<file path="src/design/cdes_pkg.sv">
`timescale 1ns / 1ps
// ----------------------------------------------------------------------------
// cdes_pkg
// Shared types and constants of the drive enable sequencer: phases,
// controlword and statusword codes, result codes and the state record.
// ----------------------------------------------------------------------------
package cdes_pkg;

	localparam int unsigned WordW  = 16;
	localparam int unsigned CountW = 10;
	localparam int unsigned CodeW  = 3;
	localparam int unsigned IndexW = 2;

	typedef enum logic [2:0] {
		PH_IDLE     = 3'd0,
		PH_ENTRY    = 3'd1,
		PH_FAULT    = 3'd2,
		PH_SHUTDOWN = 3'd3,
		PH_SWITCHON = 3'd4,
		PH_ENABLE   = 3'd5,
		PH_BRAKE    = 3'd6,
		PH_DONE     = 3'd7
	} phase_t;

	localparam logic [WordW-1:0] CW_SHUTDOWN = 16'h0006;
	localparam logic [WordW-1:0] CW_SWITCHON = 16'h0007;
	localparam logic [WordW-1:0] CW_ENABLEOP = 16'h000F;
	localparam logic [WordW-1:0] CW_FAULTRST = 16'h0080;
	localparam logic [WordW-1:0] SW_FAULT    = 16'h0008;

	localparam logic [WordW-1:0] SW_READY_TO_SWITCH_ON = 16'h0021;
	localparam logic [WordW-1:0] SW_SWITCHED_ON        = 16'h0023;
	localparam logic [WordW-1:0] SW_OPERATION_ENABLED  = 16'h0027;

	localparam logic [CodeW-1:0] RC_RUNNING  = 3'd0;
	localparam logic [CodeW-1:0] RC_OK       = 3'd1;
	localparam logic [CodeW-1:0] RC_FAULT    = 3'd2;
	localparam logic [CodeW-1:0] RC_SHUTDOWN = 3'd3;
	localparam logic [CodeW-1:0] RC_SWITCHON = 3'd4;
	localparam logic [CodeW-1:0] RC_ENABLE   = 3'd5;

	localparam logic [IndexW-1:0] REG_STATUS_MASK  = 2'd0;
	localparam logic [IndexW-1:0] REG_FAULT_LIMIT  = 2'd1;
	localparam logic [IndexW-1:0] REG_TRANS_LIMIT  = 2'd2;
	localparam logic [IndexW-1:0] REG_BRAKE_CYCLES = 2'd3;

	localparam logic [WordW-1:0]  STATUS_MASK_RST  = 16'h006F;
	localparam logic [CountW-1:0] FAULT_LIMIT_RST  = 10'd100;
	localparam logic [CountW-1:0] TRANS_LIMIT_RST  = 10'd100;
	localparam logic [CountW-1:0] BRAKE_CYCLES_RST = 10'd20;

	typedef struct packed {
		phase_t             phase;
		logic [CountW-1:0]  cycle_count;
		logic [WordW-1:0]   drive_command;
		logic               brake_state;
		logic [CodeW-1:0]   result;
		logic [CountW-1:0]  retries;
	} seq_state_t;

	typedef struct packed {
		logic [WordW-1:0]  status_mask;
		logic [CountW-1:0] fault_retry_limit;
		logic [CountW-1:0] transition_retry_limit;
		logic [CountW-1:0] release_len;
	} cfg_t;

endpackage

</file>
<file path="src/design/cia402_drive_enable_sequencer_core.sv">
`timescale 1ns / 1ps
// ----------------------------------------------------------------------------
// cia402_drive_enable_sequencer_core
// Brings one CiA 402 drive from switch-on-disabled to operation-enabled.
// ----------------------------------------------------------------------------
// Usage:
//   s_axis: one transfer per fieldbus cycle. tuser = 0 arms the sequence,
//   tuser = 1 carries the statusword received in that cycle in tdata.
//   m_axis: exactly one result per input transfer: the controlword and brake
//   bit for the next cycle, a result code and the poll count of the phase.
//   cfg_*: register writes, only while no transfer is in flight.
// Path: the input register takes the transfer, and the result register loads
//   from it as the item moves on; m_axis_tvalid rises once it is loaded.
//   Throughput: one transfer per cycle while m_axis_tready is high;
//   the sequencer state updates as the input register hands its item on.
// Reset: state returns to idle with controlword 0x0006 and brake engaged,
//   registers return to their default values.
// Stall: when m_axis_tready is low the result register holds, the input
//   register fills, and s_axis_tready drops until the result is taken.
// ----------------------------------------------------------------------------
module cia402_drive_enable_sequencer_core
	import cdes_pkg::*;
(
	input  logic              clk,
	input  logic              arst_n,
	input  logic              s_axis_tvalid,
	output logic              s_axis_tready,
	input  logic [15:0]       s_axis_tdata,   // [15:0] status_word
	input  logic              s_axis_tuser,   // [0] command
	output logic              m_axis_tvalid,
	input  logic              m_axis_tready,
	// [15:0] control_word, [16] brake_release, [19:17] result_code,
	// [29:20] retries_used, [31:30] zero
	output logic [31:0]       m_axis_tdata,
	input  logic              cfg_we,
	input  logic [IndexW-1:0] cfg_index,
	input  logic [WordW-1:0]  cfg_wdata
);

	cfg_t             cfg;
	seq_state_t       st_q;
	seq_state_t       st_nxt;
	logic             valid_s1;
	logic             command_s1;
	logic [WordW-1:0] status_s1;
	logic             valid_s2;
	seq_state_t       res_s2;
	logic             advance;
	logic             in_xfer;

	cdes_cfg_regs u_cfg (
		.clk       (clk),
		.arst_n    (arst_n),
		.cfg_we    (cfg_we),
		.cfg_index (cfg_index),
		.cfg_wdata (cfg_wdata),
		.cfg       (cfg)
	);

	cdes_step u_step (
		.cur         (st_q),
		.cfg         (cfg),
		.command     (command_s1),
		.status_word (status_s1),
		.nxt         (st_nxt)
	);

	assign advance       = valid_s1 && (!valid_s2 || m_axis_tready);
	assign s_axis_tready = !valid_s1 || advance;
	assign in_xfer       = s_axis_tvalid && s_axis_tready;

	always_ff @(posedge clk or negedge arst_n) begin
		if (!arst_n) begin
			valid_s1 <= 1'b0;
			valid_s2 <= 1'b0;
		end else begin
			if (in_xfer) begin
				valid_s1 <= 1'b1;
			end else if (advance) begin
				valid_s1 <= 1'b0;
			end
			if (advance) begin
				valid_s2 <= 1'b1;
			end else if (m_axis_tready) begin
				valid_s2 <= 1'b0;
			end
		end
	end

	always_ff @(posedge clk) begin
		if (in_xfer) begin
			command_s1 <= s_axis_tuser;
			status_s1  <= s_axis_tdata;
		end
		if (advance) begin
			res_s2 <= st_nxt;
		end
	end

	// sequencer state moves with each item leaving the input register
	always_ff @(posedge clk or negedge arst_n) begin
		if (!arst_n) begin
			st_q.phase         <= PH_IDLE;
			st_q.cycle_count   <= '0;
			st_q.drive_command <= CW_SHUTDOWN;
			st_q.brake_state   <= 1'b0;
			st_q.result        <= RC_RUNNING;
			st_q.retries       <= '0;
		end else if (advance) begin
			st_q <= st_nxt;
		end
	end

	assign m_axis_tvalid = valid_s2;
	assign m_axis_tdata  = {2'b00, res_s2.retries, res_s2.result, res_s2.brake_state,
		res_s2.drive_command};

`ifndef SYNTHESIS
	a_code_range: assert property (@(posedge clk) disable iff (!arst_n)
		m_axis_tvalid |-> (m_axis_tdata[19:17] <= RC_ENABLE))
		else $error("result code out of range");

	a_result_only_done: assert property (@(posedge clk) disable iff (!arst_n)
		(st_q.result != RC_RUNNING) |-> (st_q.phase == PH_DONE))
		else $error("final code reported outside done phase");

	a_full_accept_moves: assert property (@(posedge clk) disable iff (!arst_n)
		(in_xfer && valid_s1) |-> advance)
		else $error("input register overwritten while holding an item");
`endif

endmodule

</file>
<file path="src/design/cdes_cfg_regs.sv">
`timescale 1ns / 1ps
// ----------------------------------------------------------------------------
// cdes_cfg_regs
// Configuration register file, written through a plain index/data port.
// ----------------------------------------------------------------------------
module cdes_cfg_regs
	import cdes_pkg::*;
(
	input  logic              clk,
	input  logic              arst_n,
	input  logic              cfg_we,
	input  logic [IndexW-1:0] cfg_index,
	input  logic [WordW-1:0]  cfg_wdata,
	output cfg_t              cfg
);

	cfg_t cfg_q;

	always_ff @(posedge clk or negedge arst_n) begin
		if (!arst_n) begin
			cfg_q.status_mask            <= STATUS_MASK_RST;
			cfg_q.fault_retry_limit      <= FAULT_LIMIT_RST;
			cfg_q.transition_retry_limit <= TRANS_LIMIT_RST;
			cfg_q.release_len            <= BRAKE_CYCLES_RST;
		end else if (cfg_we) begin
			case (cfg_index)
				REG_STATUS_MASK:  cfg_q.status_mask <= cfg_wdata;
				REG_FAULT_LIMIT:  cfg_q.fault_retry_limit <= cfg_wdata[CountW-1:0];
				REG_TRANS_LIMIT:  cfg_q.transition_retry_limit <= cfg_wdata[CountW-1:0];
				REG_BRAKE_CYCLES: cfg_q.release_len <= cfg_wdata[CountW-1:0];
				default: ;
			endcase
		end
	end

	assign cfg = cfg_q;

endmodule

</file>
<file path="src/design/cdes_step.sv">
`timescale 1ns / 1ps
// ----------------------------------------------------------------------------
// cdes_step
// Next-state logic of the power state sequence for one fieldbus transfer.
// ----------------------------------------------------------------------------
module cdes_step
	import cdes_pkg::*;
(
	input  seq_state_t       cur,
	input  cfg_t             cfg,
	input  logic             command,
	input  logic [WordW-1:0] status_word,
	output seq_state_t       nxt
);

	logic [CountW:0]    cnt_inc;
	logic [WordW-1:0]   masked;
	logic [WordW-1:0]   expected;
	logic [CodeW-1:0]   fail_code;
	logic [CountW-1:0]  lim_trans;
	logic [CountW-1:0]  lim_fault;

	assign cnt_inc   = {1'b0, cur.cycle_count} + {{CountW{1'b0}}, 1'b1};
	assign masked    = status_word & cfg.status_mask;
	assign lim_trans = cfg.transition_retry_limit;
	assign lim_fault = cfg.fault_retry_limit;

	always_comb begin
		case (cur.phase)
			PH_SHUTDOWN: begin
				expected  = SW_READY_TO_SWITCH_ON;
				fail_code = RC_SHUTDOWN;
			end
			PH_SWITCHON: begin
				expected  = SW_SWITCHED_ON;
				fail_code = RC_SWITCHON;
			end
			default: begin
				expected  = SW_OPERATION_ENABLED;
				fail_code = RC_ENABLE;
			end
		endcase
	end

	always_comb begin
		nxt = cur;
		if (!command) begin
			nxt.phase       = PH_ENTRY;
			nxt.cycle_count = '0;
			nxt.retries     = '0;
			nxt.result      = RC_RUNNING;
		end else begin
			case (cur.phase)
				PH_ENTRY, PH_FAULT: begin
					if (cur.phase == PH_ENTRY && (status_word & SW_FAULT) != '0) begin
						nxt.drive_command = CW_FAULTRST;
						nxt.cycle_count   = '0;
						nxt.retries       = '0;
						if (lim_fault == '0) begin
							nxt.result = RC_FAULT;
							nxt.phase  = PH_DONE;
						end else begin
							nxt.phase = PH_FAULT;
						end
					end else if ((status_word & SW_FAULT) == '0) begin
						nxt.drive_command = CW_SHUTDOWN;
						nxt.cycle_count   = '0;
						nxt.retries       = '0;
						if (lim_trans == '0) begin
							nxt.result = RC_SHUTDOWN;
							nxt.phase  = PH_DONE;
						end else begin
							nxt.phase = PH_SHUTDOWN;
						end
					end else begin
						// fault bit still set
						nxt.cycle_count = cnt_inc[CountW-1:0];
						nxt.retries     = cnt_inc[CountW-1:0];
						if (cnt_inc >= {1'b0, lim_fault}) begin
							nxt.result = RC_FAULT;
							nxt.phase  = PH_DONE;
						end
					end
				end
				PH_SHUTDOWN, PH_SWITCHON, PH_ENABLE: begin
					if (masked == expected) begin
						nxt.retries     = cur.cycle_count;
						nxt.cycle_count = '0;
						if (cur.phase == PH_ENABLE) begin
							nxt.drive_command = CW_ENABLEOP;
							nxt.brake_state   = 1'b1;
							if (cfg.release_len == '0) begin
								nxt.result = RC_OK;
								nxt.phase  = PH_DONE;
							end else begin
								nxt.phase = PH_BRAKE;
							end
						end else begin
							nxt.retries       = '0;
							nxt.drive_command = (cur.phase == PH_SHUTDOWN) ? CW_SWITCHON
								: CW_ENABLEOP;
							if (lim_trans == '0) begin
								nxt.result = (cur.phase == PH_SHUTDOWN) ? RC_SWITCHON
									: RC_ENABLE;
								nxt.phase  = PH_DONE;
							end else begin
								nxt.phase = (cur.phase == PH_SHUTDOWN) ? PH_SWITCHON
									: PH_ENABLE;
							end
						end
					end else begin
						nxt.cycle_count = cnt_inc[CountW-1:0];
						nxt.retries     = cnt_inc[CountW-1:0];
						if (cnt_inc >= {1'b0, lim_trans}) begin
							nxt.result = fail_code;
							nxt.phase  = PH_DONE;
						end
					end
				end
				PH_BRAKE: begin
					nxt.drive_command = CW_ENABLEOP;
					nxt.brake_state   = 1'b1;
					nxt.cycle_count   = cnt_inc[CountW-1:0];
					if (cnt_inc >= {1'b0, cfg.release_len}) begin
						nxt.result = RC_OK;
						nxt.phase  = PH_DONE;
					end
				end
				default: ;
			endcase
		end
	end

endmodule
</file>
<file path="config.mk">
export PLATFORM = sky130hd
export DESIGN_NAME = cia402_drive_enable_sequencer_core
export DESIGN_NICKNAME = d
export VERILOG_FILES = /design/src/design/cdes_pkg.sv /design/src/design/cia402_drive_enable_sequencer_core.sv /design/src/design/cdes_cfg_regs.sv /design/src/design/cdes_step.sv
export SDC_FILE = /design/constraint.sdc
export NUM_CORES = 1
export LEC_CHECK = 0
export BUFFER_PORTS_ARGS = -buffer_cell sky130_fd_sc_hd__buf_2
export CORE_MARGIN = 4
export CORE_UTILIZATION = 40
export CTS_BUF_LIST = sky130_fd_sc_hd__clkbuf_16
export CTS_CLUSTER_DIAMETER = 40
export CTS_CLUSTER_SIZE = 28
export DETAILED_ROUTE_END_ITERATION = 12
export GPL_ROUTABILITY_DRIVEN = 0
export PLACE_DENSITY_LB_ADDON = 0.1
export SYNTH_ARGS = -nofsm -noshare
export SYNTH_HDL_FRONTEND = slang
export SYNTH_SLANG_ARGS = --single-unit
</file>
<file path="constraint.sdc">
create_clock -name clk -period 9.5 [get_ports clk]
set_clock_uncertainty 0.15 [all_clocks]
set_input_delay 1.425 -clock clk [delete_from_list [all_inputs] [get_ports clk]]
set_output_delay 1.425 -clock clk [all_outputs]
set_load 0.1 [all_outputs]
</file>
Word level (Yosys, flattened, before mapping):

Cells that the tools add are included.
W data, S select, Z words.

* flip-flop bits (word level): 138
* bits in latches: 0
* bits in writable memories: 0
* bits in read-only memories: 0
* input port bits: 40
* output and inout bits: 34
* word-level logic and storage cells: 101
* memories: 0

* add/subtract/negate cells: 1
* multipliers: 0
* div/mod/pow operators: 0
* $lt $le $gt $ge: 3
* equal/unequal tests: 14
* shifts and indexed selects: 0
* multiplexer cells: 42
* bitwise gates (word level): 1
* reduce and logical (&&, ||, !) cells: 22

Operators with widths (number)
* $mux W13: 7
* $pmux W29 S3: 1
* $mux W3: 15
* $mux W17: 2
* $ge A11 B10 Y1: 3
* $mux W16: 2
* $logic_not A10 Y1: 3
* $mux W29: 1
* $pmux W10 S2: 1
* $and A16 B16 Y16: 1
* $eq A16 B16 Y1: 1
* $logic_not A16 Y1: 1
* $pmux W3 S2: 2
* $add A10 B1 Y11 const B: 1
* $mux W10: 1
* $reduce_and A2 Y1: 5
* $eq A3 B3 Y1 const B: 3
* $pmux W3 S3: 1
* $mux W1: 7
* $eq A3 B2 Y1 const B: 2
* $ne A5 B2 Y1 const B: 1
* $reduce_and A5 Y1: 1
* $eq A2 B2 Y1 const B: 2
* $mux W4: 1
* other kinds (13): 18

Longest topological paths before layout:

Gate-level depths: netlist of run 1.

* depth in word-level cells: 7
* mapped depth: 13
* mapped depth without buffers: 13

Hierarchy:

Synthesis of run 1 repeated with hierarchy kept, for this count alone.

* cells, all modules: 618
* area total of the unflattened synthesis: 7439.6 sq um

Modules (own cells, without submodules)
* cia402_drive_enable_sequencer_core: times used 1, cells each 149, area an instance 3289.4 sq um
* cdes_step: times used 1, cells each 370, area an instance 2394.8 sq um
* cdes_cfg_regs: times used 1, cells each 99, area an instance 1755.4 sq um

Worst setup path before layout of run 1:

No wires, ideal clock.

* kind: input -> output
* from: input port m_axis_tready
* to: output port s_axis_tready
* arrival time: 2.247 ns
* data required time: 7.925 ns
* path slack: 5.678 ns
* cell stages on the path: 1
* path through: nand3b_1

* word-level cells in the longest chain between the ends: 3

RTL lines
* from (decl): RTL line cia402_drive_enable_sequencer_core.sv:31 `input logic m_axis_tready,`
* $logic_or A1 B1 Y1: RTL line cia402_drive_enable_sequencer_core.sv:68 `assign advance = valid_s1 && (!valid_s2 || m_axis_tready);`
* $logic_and A1 B1 Y1: RTL line cia402_drive_enable_sequencer_core.sv:68
* $logic_or A1 B1 Y1: RTL line cia402_drive_enable_sequencer_core.sv:69 `assign s_axis_tready = !valid_s1 || advance;`
* to (decl): RTL line cia402_drive_enable_sequencer_core.sv:27 `output logic s_axis_tready,`

Every way passes these cells.

==> run summary, run 1 <==
outcome: finished clean
Final Max Tran Viols: 0
EDFF count, synth: 47
initial detailed-routing violation count: 321
Top Usage Layer GRT: met2
Fin. Hold Viols: 0
Avg Inst Size Synth: 11.2 µm²
Synth async-reset ratio: 65.9%
element type at the critical path end: flop
H-tree levels: 4
Crit. Startpoint: st_q[30]$_DFFE_PN0P_
total gr overflow: 0
DRC Markers: 0
# setup viols final: 0
timing endpoint of the critical path: m_axis_tdata[17]$_DFFE_PP_
prevailing post-synth register cell: dfrtp_1
Die Wd: 141 µm
Antenna Cells: 0
FF+latch count, synth: 138
slew margin rel.: 32.7%
Max-cap violations: 0
post-synthesis sequential area ratio: 52.0%
wire per inst: 17.6 µm
critical path depth: 12
Detail Placement HPWL: 12.3 mm
leakage: 3.64 nW
HP Class: reg2reg
post-route setup slack: 5390 ps
Worst Tran Pin Value: 1010 ps
CORE AREA: 17400 µm²
synthesized cell area: 7130 µm²
clock sink count: 138
met2 GRT Util: 27.1%
CTS tree: yes
pre-CTS setup slack: 5440 ps
PD cells: 256 nW/µm²
number of port buffers: 71
Required @ worst endpoint: 9490 ps
largest net degree at the start of global routing: 77
total CTS buffers: 17
synth warn: 0
hold buffer count at cts: 0
Worst setup SP type: flop
vias: 5160
Fin Setup TNS: 0 ps
VDD IR-drop max: 0.151 mV
post-route insts no fill: 945
Critical Path AT: 4100 ps
CP max stage delay: 500 ps
worst-skew pair later-pin latency: 420 ps
die area: 20000 µm²
R2R setup slack: 5390 ps
Die H: 141 µm
Hold Path Stages: 1
Multi-input gate area: 3130 µm²
reg2reg start: st_q[30]$_DFFE_PN0P_
Placed Cells: 913
nets: 778
post-route clock period utilization: 43.2%
RSZ-0062 raised after global routing: no
crit path kind: reg2reg
Rows: 48
ANT nets after route: 0
R2R depth: 12
Setup Buffers After CTS: 0
worst path bufs/invs: 0
clock-pin slew on the worst setup and hold paths: 60 ps
Initial Utilization: 41.1%
Synth Instances: 637
r2r endpoint: m_axis_tdata[17]$_DFFE_PP_
total power: 2.12 mW
critical path's slowest cell: xnor2_1
Area growth syn-to-layout: 16.1%
clock root cell: clkbuf_16
gr usage total: 17.5%
Synth cell types: 69
Largest delay share family, worst path: compound AO/OA/AOI/OAI gates
Achievable Freq: 243 MHz
first-pass GRT wire length: 27.9 mm
CP max FO: 7
number of fill cells: 1619
min Tclk post-route: 4110 ps
met3 Use GR: 3.77%
cts repair resizes: 0
CP cell instances: ha_1, nand4_1, nor2_1, nand2_1, xnor2_1, ha_1, a21o_1, a2111oi_0, o31ai_2, mux2i_1, a211oi_1, nor2_1
clock buffer depth: 2
share of cells above drive strength 1: 27.2%
Avg Vias per Cell: 5.46
vias in the first global route: 5237
Detailed Route WL: 16.7 mm
Final Util: 47.7%
Reg area: 3710 µm²
I/O pins: 74
initial antenna violation count: 0
M1 GR Usage: 24.2%
Pre-Repair DR Iteration Count: 5
[logic make-up after synthesis]
| kind of cell | after synthesis | share of synthesized area, % |
|---|---|---|
| compound gates | 146 | 15.3 |
| buf+inv | 64 | 4.16 |
| simple gates | 199 | 14.2 |
| flops | 138 | 52.0 |
| fa+ha+maj | 31 | 5.44 |
| mux | 50 | 7.88 |
| other cells | 1 | 0.0526 |
| xor+xnor | 8 | 0.983 |
[layer usage]
metal  up-vias  routed length (µm)  share of wire [%]
met4         0                 337                2.0
met3        23                 966                5.8
met5         -                   0                  0
met2       175                7620                 46
met1      2475                7750                 46
li1       2487                   -                  -
[cells in the final DEF (no fill, tap or decap), types with 3 or more instances in the layout]
cell        n
a211oi_1    4
a21o_1      9
a21oi_1    29
a221oi_2    6
a22o_1      7
a22oi_1     5
a31oi_1    12
and3_1      6
buf_2      70
buf_4       7
bufinv_16   3
clkbuf_16  17
clkinv_4    6
dfrtp_1    75
dfstp_2    16
edfxtp_1   47
ha_1       31
inv_1      37
inv_6       4
mux2_2     49
nand2_1    55
nand2b_1    7
nand3_1    24
nand3b_1    4
nand4_1    10
nor2_1     35
nor2b_1    32
nor3_1      6
nor4_1      6
o211ai_1    5
o21ai_0    22
o22ai_1     3
o31ai_1    13
o41ai_1     3
xnor2_1     4
xor2_1      4
[report_power, final]
group	switching [mW]	total [mW]	internal, mW
clock	0.265	0.682	0.417
sequential	0.0809	0.800	0.719
combinational	0.432	0.640	0.208
total	0.778	2.12	1.34
[how the worst min path moves through the flow]
stage / startpoint / end / slack, ps
after global routing: st_q[13]$_DFFE_PN0P_ / st_q[13]$_DFFE_PN0P_ / 350
after CTS: st_q[13]$_DFFE_PN0P_ / st_q[13]$_DFFE_PN0P_ / 330
after floorplan: st_q[13]$_DFFE_PN0P_ / st_q[13]$_DFFE_PN0P_ / 280
after detailed placement: st_q[1]$_DFFE_PN0P_ / st_q[1]$_DFFE_PN0P_ / 310
after global placement: st_q[13]$_DFFE_PN0P_ / st_q[13]$_DFFE_PN0P_ / 300
final: st_q[13]$_DFFE_PN0P_ / st_q[13]$_DFFE_PN0P_ / 320
[area by class of cell]
class / count / area share [%]
flip-flops and latches: 138 / 44.8
multi-input cells: 436 / 37.8
well taps: 225 / 3.40
clock inverters: 15 / 2.28
inverters: 37 / 1.68
repair buffers: 77 / 4.87
clock buffers: 17 / 5.14
[Yosys cell counts (3+ instances only)]
library cell   n  area, µm²
a31oi_1       12       75.1
nor2_1        35        131
a21oi_1       29        145
a211oi_1       4       30.0
mux2_2        49        552
o31ai_1       13       97.6
buf_6          5       56.3
dfstp_2       16        420
nand4_1       10       62.6
a221oi_2       6       90.1
o41ai_1        3       26.3
nor3_1         6       30.0
a22o_1         7       61.3
nand3b_1       4       30.0
edfxtp_1      47       1410
o211ai_1       5       37.5
nor2b_1       32        200
ha_1          31        388
o21ai_0       22        110
a22oi_1        5       37.5
xor2_1         4       35.0
xnor2_1        4       35.0
a21o_1         9       67.6
nand3_1       24        120
buf_2          3       15.0
nand2_1       55        206
dfrtp_1       75       1880
inv_1         37        139
o22ai_1        3       18.8
buf_4          4       30.0
nand2b_1       7       43.8
nor4_1         6       37.5
and3_1         6       37.5
clkbuf_1      15       56.3
[metrics by stage]
step | instance area, µm² | hold slack (ps)
after floorplan | 7130 | 284
after global placement | 7660 | 301
after detailed placement | 7660 | 311
after CTS | 8280 | 329
after global routing | 8280 | 349
final | 8280 | 324
[flip-flops by register name, summed over array words and instances, names as in the netlist]
register	count
m_axis_tvalid	1
command_s1	1
status_s1	16
m_axis_tdata	30
u_cfg.cfg	46
valid_s1	1
st_q	43
Power figures use the tool's default switching activity.
==> run 2: changes to the inputs <==
==> constraint.sdc (replaced) <==
create_clock -name clk -period 4.2 [get_ports clk]
set_clock_uncertainty 0.15 [all_clocks]
set_input_delay 0.63 -clock clk [delete_from_list [all_inputs] [get_ports clk]]
set_output_delay 0.63 -clock clk [all_outputs]
set_load 0.1 [all_outputs]
==> run summary, run 2 (synthesis gave the netlist of run 1 again) <==
Final Max Tran Viols: 0
number of fill cells: 1620
Avg Vias per Cell: 5.57
Antenna Cells: 0
critical path's slowest cell: dfrtp_1
R2R setup slack: 380 ps
Fin Setup TNS: 0 ps
worst path bufs/invs: 1
Setup Buffers After CTS: 0
I/O pins: 74
r2r endpoint: m_axis_tdata[19]$_DFFE_PP_
Die Wd: 141 µm
number of flip-flops in the largest register: 46
element type at the critical path end: flop
Max-cap violations: 0
most frequent cells in the layout: dfrtp_1 (75), buf_2 (70), nand2_1 (55), mux2_2 (49), edfxtp_1 (47)
CORE AREA: 17400 µm²
Min Hold Slack: 24.2 ps
H-tree levels: 4
Top Usage Layer GRT: met2
worst-skew pair later-pin latency: 420 ps
number of port buffers: 71
Flop pwr share: 37.6%
crit path kind: reg2reg
min Tclk post-route: 3820 ps
leakage: 3.67 nW
cts repair resizes: 0
M1 GR Usage: 24.5%
# setup viols final: 0
Pre-Repair DR Iteration Count: 5
slew margin rel.: 41.1%
Die H: 141 µm
HP Class: in2async
met2 GRT Util: 28.5%
share of cells above drive strength 1: 28.1%
outcome: finished clean
Area growth syn-to-layout: 16.8%
clock-pin slew on the worst setup and hold paths: 60 ps
Switching Fraction: 37.5%
Worst setup SP type: flop
hold buffer count at cts: 0
PD cells: 578 nW/µm²
Critical Path AT: 3800 ps
clock root cell: clkbuf_16
met3 Use GR: 3.77%
CP max stage delay: 470 ps
Required @ worst endpoint: 4180 ps
Largest delay share family, worst path: compound AO/OA/AOI/OAI gates
DRC Markers: 0
timing endpoint of the critical path: m_axis_tdata[19]$_DFFE_PP_
Clk pwr share: 31.4%
post-route clock period utilization: 90.9%
initial antenna violation count: 0
VDD IR-drop max: 0.314 mV
CTS tree: yes
die area: 20000 µm²
Crit. Startpoint: st_q[30]$_DFFE_PN0P_
Fin. Hold Viols: 0
Achievable Freq: 262 MHz
R2R depth: 13
switching power: 1.80 mW
clock sink count: 138
clock buffer depth: 2
vias: 5310
Worst Tran Pin Value: 881 ps
total gr overflow: 0
Detail Placement HPWL: 12.8 mm
CP cell instances: nand3_1, nor3_1, and3_1, xor2_1, buf_4, ha_1, nand3_1, nor2_1, a2111oi_0, o31ai_2, a21bo_2, a21oi_1, nor3_1
nets: 787
first-pass GRT wire length: 28.8 mm
Initial Utilization: 41.1%
vias in the first global route: 5398
initial detailed-routing violation count: 376
RSZ-0062 raised after global routing: no
wire per inst: 18.2 µm
Rows: 48
reg2reg start: st_q[30]$_DFFE_PN0P_
gr usage total: 18.1%
largest net degree at the start of global routing: 36
critical path depth: 13
CP max FO: 7
internal power: 3.01 mW
commonest non-fill, non-tap cell in the layout: dfrtp_1
Comb power frac: 31.1%
ANT nets after route: 0
total CTS buffers: 17
Detailed Route WL: 17.4 mm
run 2: how the worst min path moves through the flow:
stage | endpoint | slack [ps] | depth (start not counted)
2_1_floorplan | m_axis_tvalid$_DFFE_PN0P_ | 180 | 0
3_3_place_gp | st_q[13]$_DFFE_PN0P_ | 300 | 1
3_5_place_dp | st_q[13]$_DFFE_PN0P_ | 310 | 1
4_1_cts | u_cfg.cfg[10]$_DFFE_PN0P_ | 30 | 1
5_1_grt | u_cfg.cfg[11]$_DFFE_PN0P_ | 50 | 1
6_report | u_cfg.cfg[10]$_DFFE_PN0P_ | 20 | 1
run 2: final cells by class:
type	instances	area [µm²]	area share, %
inverters	37	139	1.67
well taps	225	282	3.38
clock buffers	17	425	5.11
flip-flops and latches	138	3710	44.6
clock inverters	15	168	2.01
repair buffers	86	470	5.65
multi-input cells	436	3130	37.6
run 2: stage by stage:
stage,instances,cell area [µm²],util [%],setup slack [ps],power [mW]
finish,954,8320,48.0,382,4.81
detailed placement,922,7730,44.5,416,3.32
global route,954,8320,48.0,40.7,5.08
CTS,954,8320,48.0,394,4.84
floorplan,638,7130,-,814,2.95
global placement,922,7730,44.5,653,3.30
run 2: power by group through the flow:
stage	Clock, mW	Sequential (mW)	Combinational [mW]
detailed placement	0	1.83	1.49
global placement	0	1.82	1.48
global route	1.61	1.83	1.64
CTS	1.54	1.80	1.50
floorplan	0	1.99	0.964
finish	1.51	1.81	1.49
run 2: metal layers:
layer  vias to the layer above  part of all wire (%)
met4                         0                   2.5
li1                       2503                     -
met5                         -                     0
met2                       185                    46
met3                        30                   5.6
met1                      2592                    46
==> run 3: changes to the inputs <==
--- a/config.mk
+++ b/config.mk
@@ -8,7 +8,7 @@
 export BUFFER_PORTS_ARGS = -buffer_cell sky130_fd_sc_hd__buf_2
 export CORE_MARGIN = 4
 export CORE_UTILIZATION = 40
-export CTS_BUF_LIST = sky130_fd_sc_hd__clkbuf_16
+export CTS_BUF_LIST = sky130_fd_sc_hd__clkbuf_4 sky130_fd_sc_hd__clkbuf_8
 export CTS_CLUSTER_DIAMETER = 40
 export CTS_CLUSTER_SIZE = 28
 export DETAILED_ROUTE_END_ITERATION = 12
==> run summary, run 3 (synthesis gave the netlist of run 1 again) <==
Critical Path AT: 3880 ps
initial detailed-routing violation count: 393
CTS tree: yes
Area growth syn-to-layout: 14.3%
Setup Buffers After CTS: 0
pre-CTS setup slack: 416 ps
R2R setup slack: 330 ps
min Tclk post-route: 3870 ps
leakage: 3.59 nW
met3 Use GR: 3.98%
number of flip-flops in the largest register: 46
element type at the critical path end: flop
largest net degree at the start of global routing: 36
CORE AREA: 17400 µm²
post-route clock period utilization: 92.0%
Required @ worst endpoint: 4210 ps
RSZ-0062 raised after global routing: no
DRC Markers: 0
Achievable Freq: 259 MHz
met2 GRT Util: 28.4%
Die H: 141 µm
Flop pwr share: 40.9%
Avg Vias per Cell: 5.51
Antenna Cells: 0
post-route insts no fill: 955
Worst Tran Pin Value: 862 ps
Switching Fraction: 39.5%
HP Class: in2reg
vias in the first global route: 5381
first-pass GRT wire length: 28.8 mm
Final Max Tran Viols: 0
hold buffer count at cts: 1
Rows: 48
Fin Setup TNS: 0 ps
share of cells above drive strength 1: 28.2%
nets: 788
Detail Placement HPWL: 12.8 mm
total gr overflow: 0
CP max FO: 7
Comb power frac: 33.9%
Placed Cells: 922
clock sink count: 138
H-tree levels: 4
PD cells: 541 nW/µm²
design area: 8150 µm²
Die Wd: 141 µm
total power: 4.41 mW
Pre-Repair DR Iteration Count: 5
ANT nets after route: 0
critical path's slowest cell: dfrtp_1
gr usage total: 18.1%
Largest delay share family, worst path: compound AO/OA/AOI/OAI gates
Max-cap violations: 0
clock root cell: clkbuf_8
number of port buffers: 71
Worst setup SP type: flop
worst path bufs/invs: 1
Post-DP Area: 7730 µm²
CP cell instances: nand3_1, nor3_1, and3_1, xor2_1, buf_4, ha_1, nand3_1, nor2_1, a2111oi_0, o31ai_2, a21bo_2, a21oi_1, nor3_1
crit path kind: reg2reg
worst-skew pair later-pin latency: 450 ps
wire per inst: 18.1 µm
Detailed Route WL: 17.3 mm
die area: 20000 µm²
Min Hold Slack: 203 ps
switching power: 1.74 mW
Top Usage Layer GRT: met2
initial antenna violation count: 0
Clk pwr share: 25.2%
total CTS buffers: 17
internal power: 2.67 mW
slew margin rel.: 42.4%
CP max stage delay: 480 ps
Initial Utilization: 41.1%
Fin. Hold Viols: 0
vias: 5264
commonest non-fill, non-tap cell in the layout: dfrtp_1
most frequent cells in the layout: dfrtp_1 (75), buf_2 (70), nand2_1 (55), mux2_2 (49), edfxtp_1 (47)
cts repair resizes: 0
# setup viols final: 0
Final Util: 46.9%
clock-pin slew on the worst setup and hold paths: 90 ps
outcome: finished clean
post-route setup slack: 334 ps
I/O pins: 74
clock buffer depth: 2
M1 GR Usage: 24.5%
VDD IR-drop max: 0.297 mV
[run 3: cell types whose count changed in the layout (fill, tap and decap cells not counted)]
cell / delta
dlygate4sd3_1: +1
clkbuf_8: +17
clkbuf_16: -17
inv_1: -1
clkbuf_4: +1
[run 3: path summary, 6_finish.rpt]
check	endpoint	startpoint	cells after the start
hold reg to reg	st_q[13]$_DFFE_PN0P_	st_q[13]$_DFFE_PN0P_	1
hold / removal	status_s1[11]$_DFFE_PP_	s_axis_tdata[11]	1
setup / recovery	m_axis_tdata[19]$_DFFE_PP_	st_q[30]$_DFFE_PN0P_	13
min in group asynchronous	st_q[33]$_DFFE_PN0P_	arst_n	2
setup reg to reg	m_axis_tdata[19]$_DFFE_PP_	st_q[30]$_DFFE_PN0P_	13
max in group asynchronous	st_q[16]$_DFFE_PN1P_	arst_n	3
[run 3: layout make-up]
type                    instances  area (µm²)
flip-flops and latches        138        3710
multi-input cells             436        3130
clock inverters                14         164
well taps                     225         282
repair buffers                 87         480
inverters                      37         139
fillers                      1641        9210
clock buffers                  18         241
[run 3: power by group through the flow]
stage          clock network (mW)  registers [mW]  logic [mW]
2_1_floorplan                   0            1.99       0.964
6_report                     1.11            1.80        1.50
3_5_place_dp                    0            1.83        1.49
4_1_cts                      1.15            1.80        1.50
5_1_grt                      1.22            1.83        1.64
3_3_place_gp                    0            1.82        1.48
[run 3: per-layer routing]
metal	share of wire [%]	vias to the layer above
met5	0	-
met3	5.1	26
met4	2.1	0
met1	46	2572
li1	-	2502
met2	47	164
